===== src/sv/bcrr_pkg.sv =====
// Package for the block cache with random replacement: types and codes.
package bcrr_pkg;

  localparam int unsigned SlotW   = 6;
  localparam int unsigned DrawLim = 64;

  typedef enum logic [1:0] {
    CMD_ACCESS = 2'd0,
    CMD_FDONE  = 2'd1,
    CMD_RDONE  = 2'd2,
    CMD_NONE   = 2'd3
  } cmd_e;

  typedef enum logic [1:0] {
    KIND_FETCH  = 2'd0,
    KIND_GRANT  = 2'd1,
    KIND_REFUSE = 2'd2
  } kind_e;

  typedef enum logic [1:0] {
    REG_SLOT_COUNT = 2'd0,
    REG_FILE_LIMIT = 2'd1
  } reg_e;

  typedef enum logic [3:0] {
    ST_IDLE,
    ST_CLEAR,
    ST_SCAN,
    ST_SCAN_END,
    ST_FREE,
    ST_DRAW,
    ST_WALK,
    ST_CLAIM,
    ST_GRANT_SET,
    ST_OUT,
    ST_NEXT
  } state_e;

  // Commands from the controller to the datapath.
  typedef struct packed {
    logic load;        // capture the input item
    logic flag_clear;  // apply fetch/read done
    logic scan_start;  // reset scan index (lookup / free check)
    logic scan_step;   // advance scan index
    logic take_hit;    // lookup found the block at the scanned slot
    logic draw;        // advance LFSR, check drawn slot
    logic walk;        // advance wrap-around walk
    logic claim;       // claim victim, emit fetch request
    logic set_read;    // mark granted slot reading
    logic use_next;    // switch to next block
    logic out_grant;   // emit grant
    logic out_refuse;  // emit refusal
  } cmd_t;

  // Status from the datapath back to the controller.
  typedef struct packed {
    logic [1:0] cmd;
    logic       scan_done;
    logic       match;     // scanned slot holds the block
    logic       free;      // scanned slot below count is unpinned
    logic       draw_ok;   // drawn / walked slot unpinned
    logic       draws_out; // draw limit reached
    logic       in_file;   // block below file limit
    logic       has_next;  // next block is eligible
    logic       on_next;   // working on prefetch
    logic       out_busy;  // output register full and not taken
  } stat_t;

endpackage


===== src/sv/bcrr_ctrl.sv =====
// Controller state machine of the block cache.
module bcrr_ctrl (
  input  logic            clk_i,
  input  logic            rst_ni,
  input  logic            in_valid_i,
  output logic            in_ready_o,
  input  bcrr_pkg::stat_t st_i,
  output bcrr_pkg::cmd_t  cmd_o
);
  import bcrr_pkg::*;

  state_e state_q, state_d;
  logic   hit_q, hit_d;  // access holds a slot (hit or fetched)

  // Next state.
  always_comb begin
    state_d = state_q;
    hit_d   = hit_q;
    case (state_q)
      ST_IDLE: begin
        if (in_valid_i) begin
          if (st_i.cmd == CMD_ACCESS) state_d = ST_CLEAR;
        end
      end
      ST_CLEAR: begin
        if (!st_i.on_next) hit_d = 1'b0;
        state_d = ST_SCAN;
      end
      ST_SCAN: begin
        if (st_i.match) begin
          hit_d   = 1'b1;
          state_d = st_i.on_next ? ST_OUT : ST_GRANT_SET;
        end else if (st_i.scan_done) begin
          state_d = ST_SCAN_END;
        end
      end
      ST_SCAN_END: state_d = ST_FREE;
      ST_FREE: begin
        if (st_i.free && st_i.in_file) state_d = ST_DRAW;
        else if (st_i.scan_done || !st_i.in_file) begin
          state_d = st_i.on_next ? ST_OUT : ST_OUT;
        end
      end
      ST_DRAW: begin
        if (st_i.draw_ok) state_d = ST_CLAIM;
        else if (st_i.draws_out) state_d = ST_WALK;
      end
      ST_WALK: if (st_i.draw_ok) state_d = ST_CLAIM;
      ST_CLAIM: begin
        if (!st_i.out_busy) begin
          hit_d   = 1'b1;
          state_d = st_i.on_next ? ST_OUT : ST_GRANT_SET;
        end
      end
      ST_GRANT_SET: state_d = st_i.has_next ? ST_NEXT : ST_OUT;
      ST_NEXT: state_d = ST_CLEAR;
      ST_OUT: if (!st_i.out_busy) state_d = ST_IDLE;
      default: state_d = ST_IDLE;
    endcase
  end

  // Outputs.
  always_comb begin
    cmd_o      = '0;
    in_ready_o = 1'b0;
    case (state_q)
      ST_IDLE: begin
        in_ready_o      = 1'b1;
        cmd_o.load      = in_valid_i;
        cmd_o.flag_clear = in_valid_i;
      end
      ST_CLEAR:  cmd_o.scan_start = 1'b1;
      ST_SCAN: begin
        cmd_o.scan_step = !st_i.match;
        cmd_o.take_hit  = st_i.match;
      end
      ST_SCAN_END: cmd_o.scan_start = 1'b1;
      ST_FREE:   cmd_o.scan_step = !st_i.free;
      ST_DRAW:   cmd_o.draw = !st_i.draw_ok;
      ST_WALK:   cmd_o.walk = !st_i.draw_ok;
      ST_CLAIM:  cmd_o.claim = !st_i.out_busy;
      ST_GRANT_SET: cmd_o.set_read = 1'b1;
      ST_NEXT:   cmd_o.use_next = 1'b1;
      ST_OUT: begin
        cmd_o.out_grant  = !st_i.out_busy && (hit_q || st_i.on_next);
        cmd_o.out_refuse = !st_i.out_busy && !hit_q && !st_i.on_next;
      end
      default: ;
    endcase
  end

  always_ff @(posedge clk_i or negedge rst_ni) begin
    if (!rst_ni) begin
      state_q <= ST_IDLE;
      hit_q   <= 1'b0;
    end else begin
      state_q <= state_d;
      hit_q   <= hit_d;
    end
  end

`ifndef NO_ASSERTIONS
  a_ready_idle: assert property (@(posedge clk_i) disable iff (!rst_ni)
    in_ready_o |-> state_q == ST_IDLE) else $error("ready outside idle");
  a_claim_hold: assert property (@(posedge clk_i) disable iff (!rst_ni)
    (state_q == ST_CLAIM && st_i.out_busy) |=> state_q == ST_CLAIM)
    else $error("claim lost");
  a_out_exit: assert property (@(posedge clk_i) disable iff (!rst_ni)
    (state_q == ST_OUT && !st_i.out_busy) |=> state_q == ST_IDLE)
    else $error("out did not finish");
`endif

endmodule


===== src/sv/bcrr_dp.sv =====
// Datapath of the block cache: slot flags, owner memory, LFSR, output register.
module bcrr_dp #(
  parameter int unsigned NumSlots = 64,
  parameter int unsigned BlkW     = 32
) (
  input  logic                  clk_i,
  input  logic                  rst_ni,
  input  bcrr_pkg::cmd_t        cmd_i,
  output bcrr_pkg::stat_t       st_o,
  input  logic [1:0]            command_i,
  input  logic [31:0]           file_block_i,
  input  logic                  past_half_i,
  input  logic [5:0]            slot_index_i,
  input  logic                  cfg_we_i,
  input  logic                  cfg_idx_i,
  input  logic [31:0]           cfg_data_i,
  output logic                  out_valid_o,
  input  logic                  out_ready_i,
  output logic [1:0]            kind_o,
  output logic [31:0]           block_number_o,
  output logic [5:0]            slot_number_o,
  output logic                  was_hit_o,
  output logic                  must_wait_o,
  output logic                  last_o
);
  import bcrr_pkg::*;

  localparam int unsigned IdxW = (NumSlots > 1) ? $clog2(NumSlots) : 1;
  localparam int unsigned CntW = $clog2(NumSlots + 1);
  localparam logic [BlkW-1:0] BlkMax = {BlkW{1'b1}};

  logic [NumSlots-1:0] unused_q, reading_q, fetching_q;
  logic [BlkW-1:0]     owner_mem [NumSlots];
  logic [BlkW-1:0]     owner_rd_q;
  logic [31:0]         lfsr_q, lfsr_d;
  logic [6:0]          cnt_cfg_q;
  logic [31:0]         limit_q;
  logic [BlkW-1:0]     blk_q, orig_q;
  logic                half_q, on_next_q;
  logic [CntW-1:0]     scan_q;   // address being read (one ahead of data)
  logic [IdxW-1:0]     chk_q;    // slot whose owner is in owner_rd_q
  logic                chk_v_q;
  logic [IdxW-1:0]     vic_q, grant_q;
  logic [6:0]          draws_q;
  logic [CntW-1:0]     n_act;
  logic [31:0]         draw_val;
  logic [IdxW-1:0]     draw_slot;
  logic [IdxW-1:0]     walk_slot;
  logic [NumSlots-1:0] pinned;
  logic                ov_q;
  logic [1:0]          kind_q;
  logic [31:0]         obn_q;
  logic [5:0]          osl_q;
  logic                ohit_q, owait_q, olast_q;
  logic                hit_orig_q;

  assign pinned = reading_q | fetching_q;

  // Active slot count with clamping.
  always_comb begin
    if (cnt_cfg_q == '0) n_act = CntW'(1);
    else if (32'(cnt_cfg_q) > NumSlots) n_act = CntW'(NumSlots);
    else n_act = CntW'(cnt_cfg_q);
  end

  // LFSR step; the draw is reduced by the modulo unit below.
  always_comb begin
    lfsr_d = lfsr_q[0] ? ((lfsr_q >> 1) ^ 32'hD000_0001) : (lfsr_q >> 1);
  end

  // Modulo unit: iterative remainder of lfsr_d by n_act, one bit a cycle.
  logic [5:0]        mod_bit_q;
  logic [31:0]       mod_rem_q, mod_src_q;
  logic              mod_busy_q, mod_done_q;
  logic [32:0]       mod_try;
  assign mod_try = {mod_rem_q, mod_src_q[31]} - 33'(n_act);
  assign draw_val = mod_rem_q;
  assign draw_slot = IdxW'(mod_rem_q);

  always_comb begin
    if ({1'b0, vic_q} + 1'b1 >= (IdxW+1)'(n_act)) walk_slot = '0;
    else walk_slot = vic_q + 1'b1;
  end

  // Status.
  always_comb begin
    st_o           = '0;
    st_o.cmd       = command_i;
    st_o.scan_done = (scan_q >= CntW'(NumSlots)) && chk_v_q == 1'b0;
    st_o.match     = chk_v_q && !unused_q[chk_q] && owner_rd_q == blk_q;
    st_o.free      = chk_v_q && (CntW'(chk_q) < n_act) && !pinned[chk_q];
    st_o.draw_ok   = mod_done_q ? !pinned[draw_slot] : 1'b0;
    st_o.draws_out = mod_done_q && (draws_q >= 7'(DrawLim));
    st_o.in_file   = 32'(blk_q) < limit_q;
    st_o.has_next  = half_q && (orig_q != BlkMax);
    st_o.on_next   = on_next_q;
    st_o.out_busy  = ov_q && !out_ready_i;
  end

  // Input capture, config, scan, draw and flags.
  always_ff @(posedge clk_i or negedge rst_ni) begin
    if (!rst_ni) begin
      unused_q   <= '1;
      reading_q  <= '0;
      fetching_q <= '0;
      lfsr_q     <= 32'd1;
      cnt_cfg_q  <= 7'd64;
      limit_q    <= '0;
      on_next_q  <= 1'b0;
      scan_q     <= '0;
      chk_q      <= '0;
      chk_v_q    <= 1'b0;
      vic_q      <= '0;
      grant_q    <= '0;
      draws_q    <= '0;
      mod_bit_q  <= '0;
      mod_rem_q  <= '0;
      mod_src_q  <= '0;
      mod_busy_q <= 1'b0;
      mod_done_q <= 1'b0;
      ov_q       <= 1'b0;
    end else begin
      if (cfg_we_i) begin
        if (cfg_idx_i == 1'(REG_SLOT_COUNT)) cnt_cfg_q <= cfg_data_i[6:0];
        else limit_q <= cfg_data_i;
      end
      if (cmd_i.load) begin
        on_next_q <= 1'b0;
      end
      if (cmd_i.flag_clear && (32'(slot_index_i) < NumSlots)) begin
        if (command_i == CMD_FDONE) fetching_q[IdxW'(slot_index_i)] <= 1'b0;
        if (command_i == CMD_RDONE) reading_q[IdxW'(slot_index_i)] <= 1'b0;
      end
      // sequential scan: address scan_q, data arrives next cycle
      if (cmd_i.scan_start) begin
        scan_q  <= CntW'(1);
        chk_q   <= '0;
        chk_v_q <= 1'b1;
        draws_q <= '0;
        mod_busy_q <= 1'b0;
        mod_done_q <= 1'b0;
      end else if (cmd_i.scan_step) begin
        chk_v_q <= scan_q < CntW'(NumSlots);
        chk_q   <= IdxW'(scan_q);
        scan_q  <= scan_q + 1'b1;
      end
      // lookup hit of the original access records the granted slot
      if (cmd_i.take_hit && !on_next_q) grant_q <= chk_q;
      // draw: start LFSR step and run the remainder unit
      if (cmd_i.draw) begin
        if (!mod_busy_q) begin
          lfsr_q     <= lfsr_d;
          mod_src_q  <= lfsr_d;
          mod_rem_q  <= '0;
          mod_bit_q  <= '0;
          mod_busy_q <= 1'b1;
          mod_done_q <= 1'b0;
          draws_q    <= draws_q + 1'b1;
        end else if (!mod_done_q) begin
          if (!mod_try[32]) mod_rem_q <= mod_try[31:0];
          else mod_rem_q <= {mod_rem_q[30:0], mod_src_q[31]};
          mod_src_q <= mod_src_q << 1;
          mod_bit_q <= mod_bit_q + 1'b1;
          if (mod_bit_q == 6'd31) mod_done_q <= 1'b1;
        end else begin
          // last draw pinned: keep it for the walk, or draw again
          vic_q <= draw_slot;
          if (draws_q < 7'(DrawLim)) mod_busy_q <= 1'b0;
          mod_done_q <= draws_q >= 7'(DrawLim);
        end
      end
      if (cmd_i.walk) begin
        vic_q     <= walk_slot;
        mod_rem_q <= 32'(walk_slot);
      end
      if (cmd_i.claim) begin
        fetching_q[draw_slot] <= 1'b1;
        unused_q[draw_slot]   <= 1'b0;
        grant_q               <= on_next_q ? grant_q : draw_slot;
      end
      if (cmd_i.set_read) reading_q[grant_q] <= 1'b1;
      if (cmd_i.use_next) on_next_q <= 1'b1;
      // output register
      if (ov_q && out_ready_i) ov_q <= 1'b0;
      if (cmd_i.claim || cmd_i.out_grant || cmd_i.out_refuse) ov_q <= 1'b1;
    end
  end

  // Payload registers.
  always_ff @(posedge clk_i) begin
    if (cmd_i.load) begin
      blk_q  <= BlkW'(file_block_i);
      orig_q <= BlkW'(file_block_i);
      half_q <= past_half_i;
    end
    if (cmd_i.use_next) blk_q <= orig_q + 1'b1;
    if (cmd_i.claim) begin
      kind_q  <= KIND_FETCH;
      obn_q   <= 32'(blk_q);
      osl_q   <= 6'(draw_slot);
      ohit_q  <= 1'b0;
      owait_q <= 1'b0;
      olast_q <= 1'b0;
    end
    if (cmd_i.out_grant) begin
      kind_q  <= KIND_GRANT;
      obn_q   <= 32'(orig_q);
      osl_q   <= 6'(grant_q);
      ohit_q  <= hit_orig_q;
      owait_q <= fetching_q[grant_q];
      olast_q <= 1'b1;
    end
    if (cmd_i.out_refuse) begin
      kind_q  <= KIND_REFUSE;
      obn_q   <= 32'(orig_q);
      osl_q   <= '0;
      ohit_q  <= 1'b0;
      owait_q <= 1'b0;
      olast_q <= 1'b1;
    end
  end

  // Hit flag of the original access.
  always_ff @(posedge clk_i) begin
    if (cmd_i.load) hit_orig_q <= 1'b0;
    else if (cmd_i.take_hit && !on_next_q) hit_orig_q <= 1'b1;
  end

  // Owner memory: one write port, one registered read port.
  always_ff @(posedge clk_i) begin
    if (cmd_i.claim) owner_mem[draw_slot] <= blk_q;
    owner_rd_q <= owner_mem[cmd_i.scan_start ? '0 : IdxW'(scan_q)];
  end

  assign out_valid_o    = ov_q;
  assign kind_o         = kind_q;
  assign block_number_o = obn_q;
  assign slot_number_o  = osl_q;
  assign was_hit_o      = ohit_q;
  assign must_wait_o    = owait_q;
  assign last_o         = olast_q;

`ifndef NO_ASSERTIONS
  a_lfsr_nz: assert property (@(posedge clk_i) disable iff (!rst_ni)
    lfsr_q != '0) else $error("lfsr stuck at zero");
  a_claim_free: assert property (@(posedge clk_i) disable iff (!rst_ni)
    cmd_i.claim |-> !pinned[draw_slot]) else $error("claimed a pinned slot");
  a_draw_range: assert property (@(posedge clk_i) disable iff (!rst_ni)
    (mod_done_q && cmd_i.claim) |-> draw_val < 32'(n_act))
    else $error("victim out of range");
`endif

endmodule


===== src/sv/block_cache_random_replace.sv =====
// Top level of the fully associative block cache with random replacement.
//
// Input channel (in_valid_i/in_ready_o) carries one command item: access a
// file block, fetch completed, or reading finished. Output channel
// (out_valid_o/out_ready_i) carries result items: up to two fetch requests,
// then a grant or refusal; last_o marks the final result of an access.
// Items are handled one at a time; in_ready_o is high only while idle.
// Done commands produce no result and are applied in the accepting cycle.
// An access scans all slots for the block through the single owner memory
// read port; a miss adds a scan for a free slot and up to 64 victim draws
// in the iterative remainder unit, then a wrap-around walk if all of them
// hit pinned slots. A prefetch of the next block repeats this work.
// Configuration writes (slot count, file block limit) are to be made only
// while idle; the block itself does not enforce this. Reset marks all
// slots unused, clears the reading and fetching flags, sets slot count 64,
// file limit 0 and the LFSR to one. A stalled receiver holds the controller
// in its emitting state; no result is lost.
module block_cache_random_replace #(
  parameter int unsigned NUM_SLOTS      = 64,
  parameter int unsigned BLOCK_NUM_BITS = 32
) (
  input  logic        clk_i,
  input  logic        rst_ni,
  input  logic        in_valid_i,
  output logic        in_ready_o,
  input  logic [1:0]  command_i,
  input  logic [31:0] file_block_i,
  input  logic        past_half_i,
  input  logic [5:0]  slot_index_i,
  input  logic        cfg_we_i,
  input  logic        cfg_idx_i,
  input  logic [31:0] cfg_data_i,
  output logic        out_valid_o,
  input  logic        out_ready_i,
  output logic [1:0]  kind_o,
  output logic [31:0] block_number_o,
  output logic [5:0]  slot_number_o,
  output logic        was_hit_o,
  output logic        must_wait_o,
  output logic        last_o
);
  import bcrr_pkg::*;

  cmd_t  cmd;
  stat_t st;

  bcrr_ctrl u_ctrl (
    .clk_i, .rst_ni, .in_valid_i, .in_ready_o, .st_i(st), .cmd_o(cmd)
  );

  bcrr_dp #(.NumSlots(NUM_SLOTS), .BlkW(BLOCK_NUM_BITS)) u_dp (
    .clk_i, .rst_ni, .cmd_i(cmd), .st_o(st),
    .command_i, .file_block_i, .past_half_i, .slot_index_i,
    .cfg_we_i, .cfg_idx_i, .cfg_data_i,
    .out_valid_o, .out_ready_i, .kind_o, .block_number_o, .slot_number_o,
    .was_hit_o, .must_wait_o, .last_o
  );

endmodule

===== config.mk =====
export PLATFORM = sky130hd
export DESIGN_NAME = block_cache_random_replace
export DESIGN_NICKNAME = d
export VERILOG_FILES = /design/src/sv/bcrr_pkg.sv /design/src/sv/bcrr_ctrl.sv /design/src/sv/bcrr_dp.sv /design/src/sv/block_cache_random_replace.sv
export SDC_FILE = /design/constraint.sdc
export NUM_CORES = 2
export LEC_CHECK = 0
export BUFFER_PORTS_ARGS = -buffer_cell sky130_fd_sc_hd__buf_2
export CORE_MARGIN = 2
export CORE_UTILIZATION = 40
export CTS_CLUSTER_SIZE = 24
export DETAILED_ROUTE_END_ITERATION = 8
export PLACE_DENSITY = 0.57
export SETUP_SLACK_MARGIN = 0.5
export SLEW_MARGIN = 20
export SYNTH_ARGS = -nofsm -noshare
export SYNTH_HDL_FRONTEND = slang
export SYNTH_HIERARCHICAL = 1
export SYNTH_SLANG_ARGS = --single-unit

===== constraint.sdc =====
create_clock -name clk_i -period 7.05 [get_ports clk_i]
set_input_delay 1.41 -clock clk_i [delete_from_list [all_inputs] [get_ports clk_i]]
set_output_delay 1.41 -clock clk_i [all_outputs]
set_load 0.02 [all_outputs]

# After elaboration in Yosys (flattened, before gate mapping)
# Memories as Yosys holds them, arrays and structs flattened. A register that Yosys moved wholly into a read port is not among the register bits.
# Cells that the tools add are included.
[word_totals]
ff_bits = 484
ramBits = 2048
elab_cells = 258
memories = 1
[mem_list]
columns = ["memory", "depth", "word_bits", "read_ports", "rd_clocked_by_memory_dff", "write_ports", "line", "rtl"]
rows = [
  ["u_dp.owner_mem", 64, 32, 1, 1, 1, "bcrr_dp.sv:33", "logic [BlkW-1:0] owner_mem [NumSlots];"],
]
[op_classes]
n_reduce_logical = 56
add_sub_neg = 7
eq_ne = 28
order_cmp = 15
muxes = 108
bitwise = 12
[op_table]
columns = ["operator", "n"]
rows = [
  ["32-bit two-way mux", 13],
  ["64-bit two-way mux", 6],
  ["64-bit bitwise AND", 3],
  ["64-bit OR", 3],
  ["64-bit inverter", 2],
  ["6-bit two-way mux", 15],
  ["7-bit two-way mux", 7],
  ["4-bit two-way mux", 11],
  ["4-bit case mux with 11 select lines", 1],
  ["1-bit two-way mux", 41],
  ["33-bit by 7-bit subtractor with 33-bit output", 1],
  ["32-bit by 1-bit adder with 32-bit output (second input constant)", 1],
  ["32-bit equality test", 1],
  ["32-bit < comparator", 1],
  ["32-bit != test (second input constant)", 1],
  ["6-bit by 7-bit < comparator with 1-bit output (second input constant)", 4],
  ["1-bit binary-select mux with 6-bit select", 4],
  ["1-bit demux with 6-bit select", 3],
  ["6-bit by 1-bit greater-or-equal comparator with 1-bit output (second input constant)", 3],
  ["1-bit logical AND", 17],
  ["4-bit by 3-bit equality test with 1-bit output (second input constant)", 4],
  ["2-bit nonzero test", 8],
  ["7-bit by 1-bit adder with 7-bit output (second input constant)", 2],
  ["7-bit greater-or-equal comparator (second input constant)", 2],
  ["33 further kinds", 72],
]

# Logic depth before layout (Yosys ltp)
[logic_depth]
word_depth = 10
depth_mapped = 16

# Hierarchy
# The synthesis kept the hierarchy.
[by_module_without_submodules]
columns = ["module", "area_each_um2", "seq_area_each_um2", "cells_per_inst", "instances"]
rows = [
  ["bcrr_dp", 103326.6, 74634.1, 6648, 1],
  ["bcrr_ctrl", 651.9, 125.1, 84, 1],
]

# Least setup slack after synthesis
# Ideal clock, no wire load.
[synth_path]
kind = "input to register"
start = "in out_ready_i"
end = "mem u_dp.owner_mem[54][0], enable pin"
slack_ps = 2341
required_time_ps = 6627
cell_stages = 8
path_buffers = 2
arrival_ps = 4287
setup_ps = 423
cell_sequence = "nor2b_1 nor4b_1 clkbuf_1 inv_1 nor2_1 nand3_1 clkbuf_1 nor2_1"
[synth_rtl]
columns = ["item", "line", "rtl"]
rows = [
  ["start: declaration", "block_cache_random_replace.sv:34", "input logic out_ready_i,"],
  ["end: declaration", "bcrr_dp.sv:33", ""],
]

==> qor.csv <==
metric,value,unit
GP Congestion,0.8872,
fin crit period,4782,ps
Mapped Nets,6867,
synth top area cells,"edfxtp_1, dfrtp_1, mux4_2",
worst hold path stage count,1,
Reg2Reg Depth,13,
clk_lat worst skew,930,ps
Most used DFF post-synth,edfxtp_1,
Peak VDD IR,0.4403,mV
total power,46.55,mW
ratio of final minimum period to clock period,67.83,%
Multi-input gate area,0.02783,mm^2
Critical path origin,u_dp/draw_val[0],
top cell type's share of synthesized area,61.95,%
# Post-CTS Setup Buffers,0,
dpl cells,10020,
Worst-Margin Slew,1142,ps
unrepaired setup endpoints after global routing,no,
Layout Area Growth over Synthesis,13.98,%
post-route cell area,0.1185,mm^2
reg2reg setup slack,2270,ps
Synth Cell Area,0.1040,mm^2
Max transition margin,23.71,%
Worst setup EP type,flip-flop,
share of cells above drive strength 1,18.23,%
asr flop ratio synth,14.63,%
Rows,187,
Max-cap violations,0,
Synth cell types,85,
Pre-antenna DRT Iters,5,
Longest Clk Path Bufs,4,
Post-Route WL,315800,um
Max Fclk,209.1,MHz
post_cts resized,0,
cts bufs inserted,288,
DRT antenna net count,0,
Synth Instances,6732,
TritonCTS Sinks,2564,
htree depth,5,
Final TNS setup,0,ps
initial drt markers,7588,
"Seq/Total Area, Yosys",71.90,%
vias in the first global route,61330,
CTS hold repair buffers,0,
Final Hold Viols,0,
dpl hpwl,188600,um
fin nets,7042,
Avg Inst Size Synth,15.45,um^2
largest net degree at the start of global routing,153,
GRT Residual Overflow,0,
drt via density,5.971,
Synth Register Bits,2564,
root buffer cell,clkbuf_16,
num ports,124,
status,"finished, final reports clean",
initial antenna violation count,23,
core area,0.2590,mm^2
Tot GR Track Use,23.52,%
Fill cells,22280,
Via Count,62790,
RR Startpoint,u_dp/draw_val[0],
crit path max fanout,39,
most common cell in the netlist,edfxtp_1,
Initial Util,40.14,%
crit path launch type,flip-flop,
Finished Layout Cells,10520,
Post-synth EDFFs,2145,
Final Slew Violations,0,
leakage,38.73,nW
first-pass GRT wire length,452200,um
"area leader, netlist",edfxtp_1,
chip width,513.9,um
# DRC,0,
hold_sp,u_dp/draws_q[4],
die footprint,0.2640,mm^2
port buffer count,123,
"Setup violations, final",0,
Placed Area,0.1096,mm^2
Worst EP arrival,5640,ps
Yosys warnings,6,
"Reg clk slew, reported paths",60,ps
CP Class,reg2reg,
clk_skew,44.76,ps
critical path required time,7900,ps
CTS tree,done,
synth cell count leaders,"edfxtp_1, o21ai_0, a21oi_1",
wire length per cell,30.03,um
worst min path class,reg2reg,
PwrDens,392.8,mW/mm^2
Die H,513.9,um
area occupied by registers,0.07478,mm^2
[per-layer routing]
layer | share of wire, % | GRT usage, % | wire length [um] | up-vias
met5 | 0.026 | 0 | 81 | -
met4 | 2.9 | 6.967 | 9305 | 12
met3 | 9.4 | 5.187 | 29750 | 425
met2 | 46 | 35.96 | 144200 | 2956
met1 | 42 | 33.66 | 132400 | 32760
li1 | - | - | - | 26640
[power by group]
part	total (mW)	leakage [nW]	internal (mW)	switching, mW
sequential	18.8	24.1	17.8	0.978
clock	14.4	4.34	8.45	5.91
combinational	13.4	10.3	4.70	8.69
[cells in the final DEF (no fill, tap or decap), types with 67 or more instances in the layout]
cell / count
a21oi_1: 663
buf_2: 122
buf_4: 193
clkbuf_1: 70
clkbuf_16: 296
dfrtp_1: 302
edfxtp_1: 2145
mux2_2: 86
mux2i_1: 301
mux4_2: 298
nand2_1: 328
nand3_1: 70
nor2_1: 198
nor2_4: 67
nor2b_1: 88
nor3_1: 93
o21ai_0: 680
o22ai_1: 130
[worst paths after layout]
check	to
hold reg to reg	u_dp/draws_q[4]
max in group asynchronous	u_dp/mod_busy_q
setup reg to reg	u_dp/draw_val[30]
min in group asynchronous	u_dp/out_valid_o
hold / removal	u_dp/draws_q[4]
setup / recovery	u_dp/draw_val[30]
[kinds of logic after synthesis]
logic type               after synthesis  synth area share [%]
AO/OA/AOI/OAI                       1774                 9.557
XOR/XNOR                             101                0.8508
adder cells (fa/ha/maj)               56                0.6811
buffers and inverters                512                 1.899
flip-flops                          2564                 71.90
multiplexers                         688                 10.32
AND/OR/NAND/NOR                     1037                 4.798
[stage by stage]
step           setup slack (ps)  hold slack (ps)  util, %
2_1_floorplan              2341            441.3        -
3_3_place_gp               2203            466.2    42.28
3_5_place_dp               2181            473.1    42.30
4_1_cts                    2295            480.5    45.74
5_1_grt                    1925            485.5    45.75
6_report                   2268            479.8    45.76
[registers in the layout (all words and copies together) (netlist names), 64 cells and up]
register         flops
u_dp/fetching_q     64
u_dp/owner_mem    2048
u_dp/reading_q      64
u_dp/unused_q       64
[worst max-delay path: stages, from the launching register on]
cell and delay [ps]:
dfrtp_2 800, buf_4 490, nor3_1 110, a211oi_1 250
a211oi_1 80, a2111oi_0 400, o21ai_0 130, and3_1 310
nor3_2 200, buf_4 250, nand2_1 140, or3_1 750
or4_1 660, nand3b_1 90
[final cells by class]
class	instances	share of cell area, %
Antenna cell	4	0.008446
Clock buffer	391	6.762
Inverter	61	0.2059
Clock inverter	102	0.7559
Timing Repair Buffer	336	2.095
Sequential cell	2564	63.10
Tap cell	3402	3.592
Multi-Input combinational cell	3656	23.48
Power figures use the tool's default switching activity.
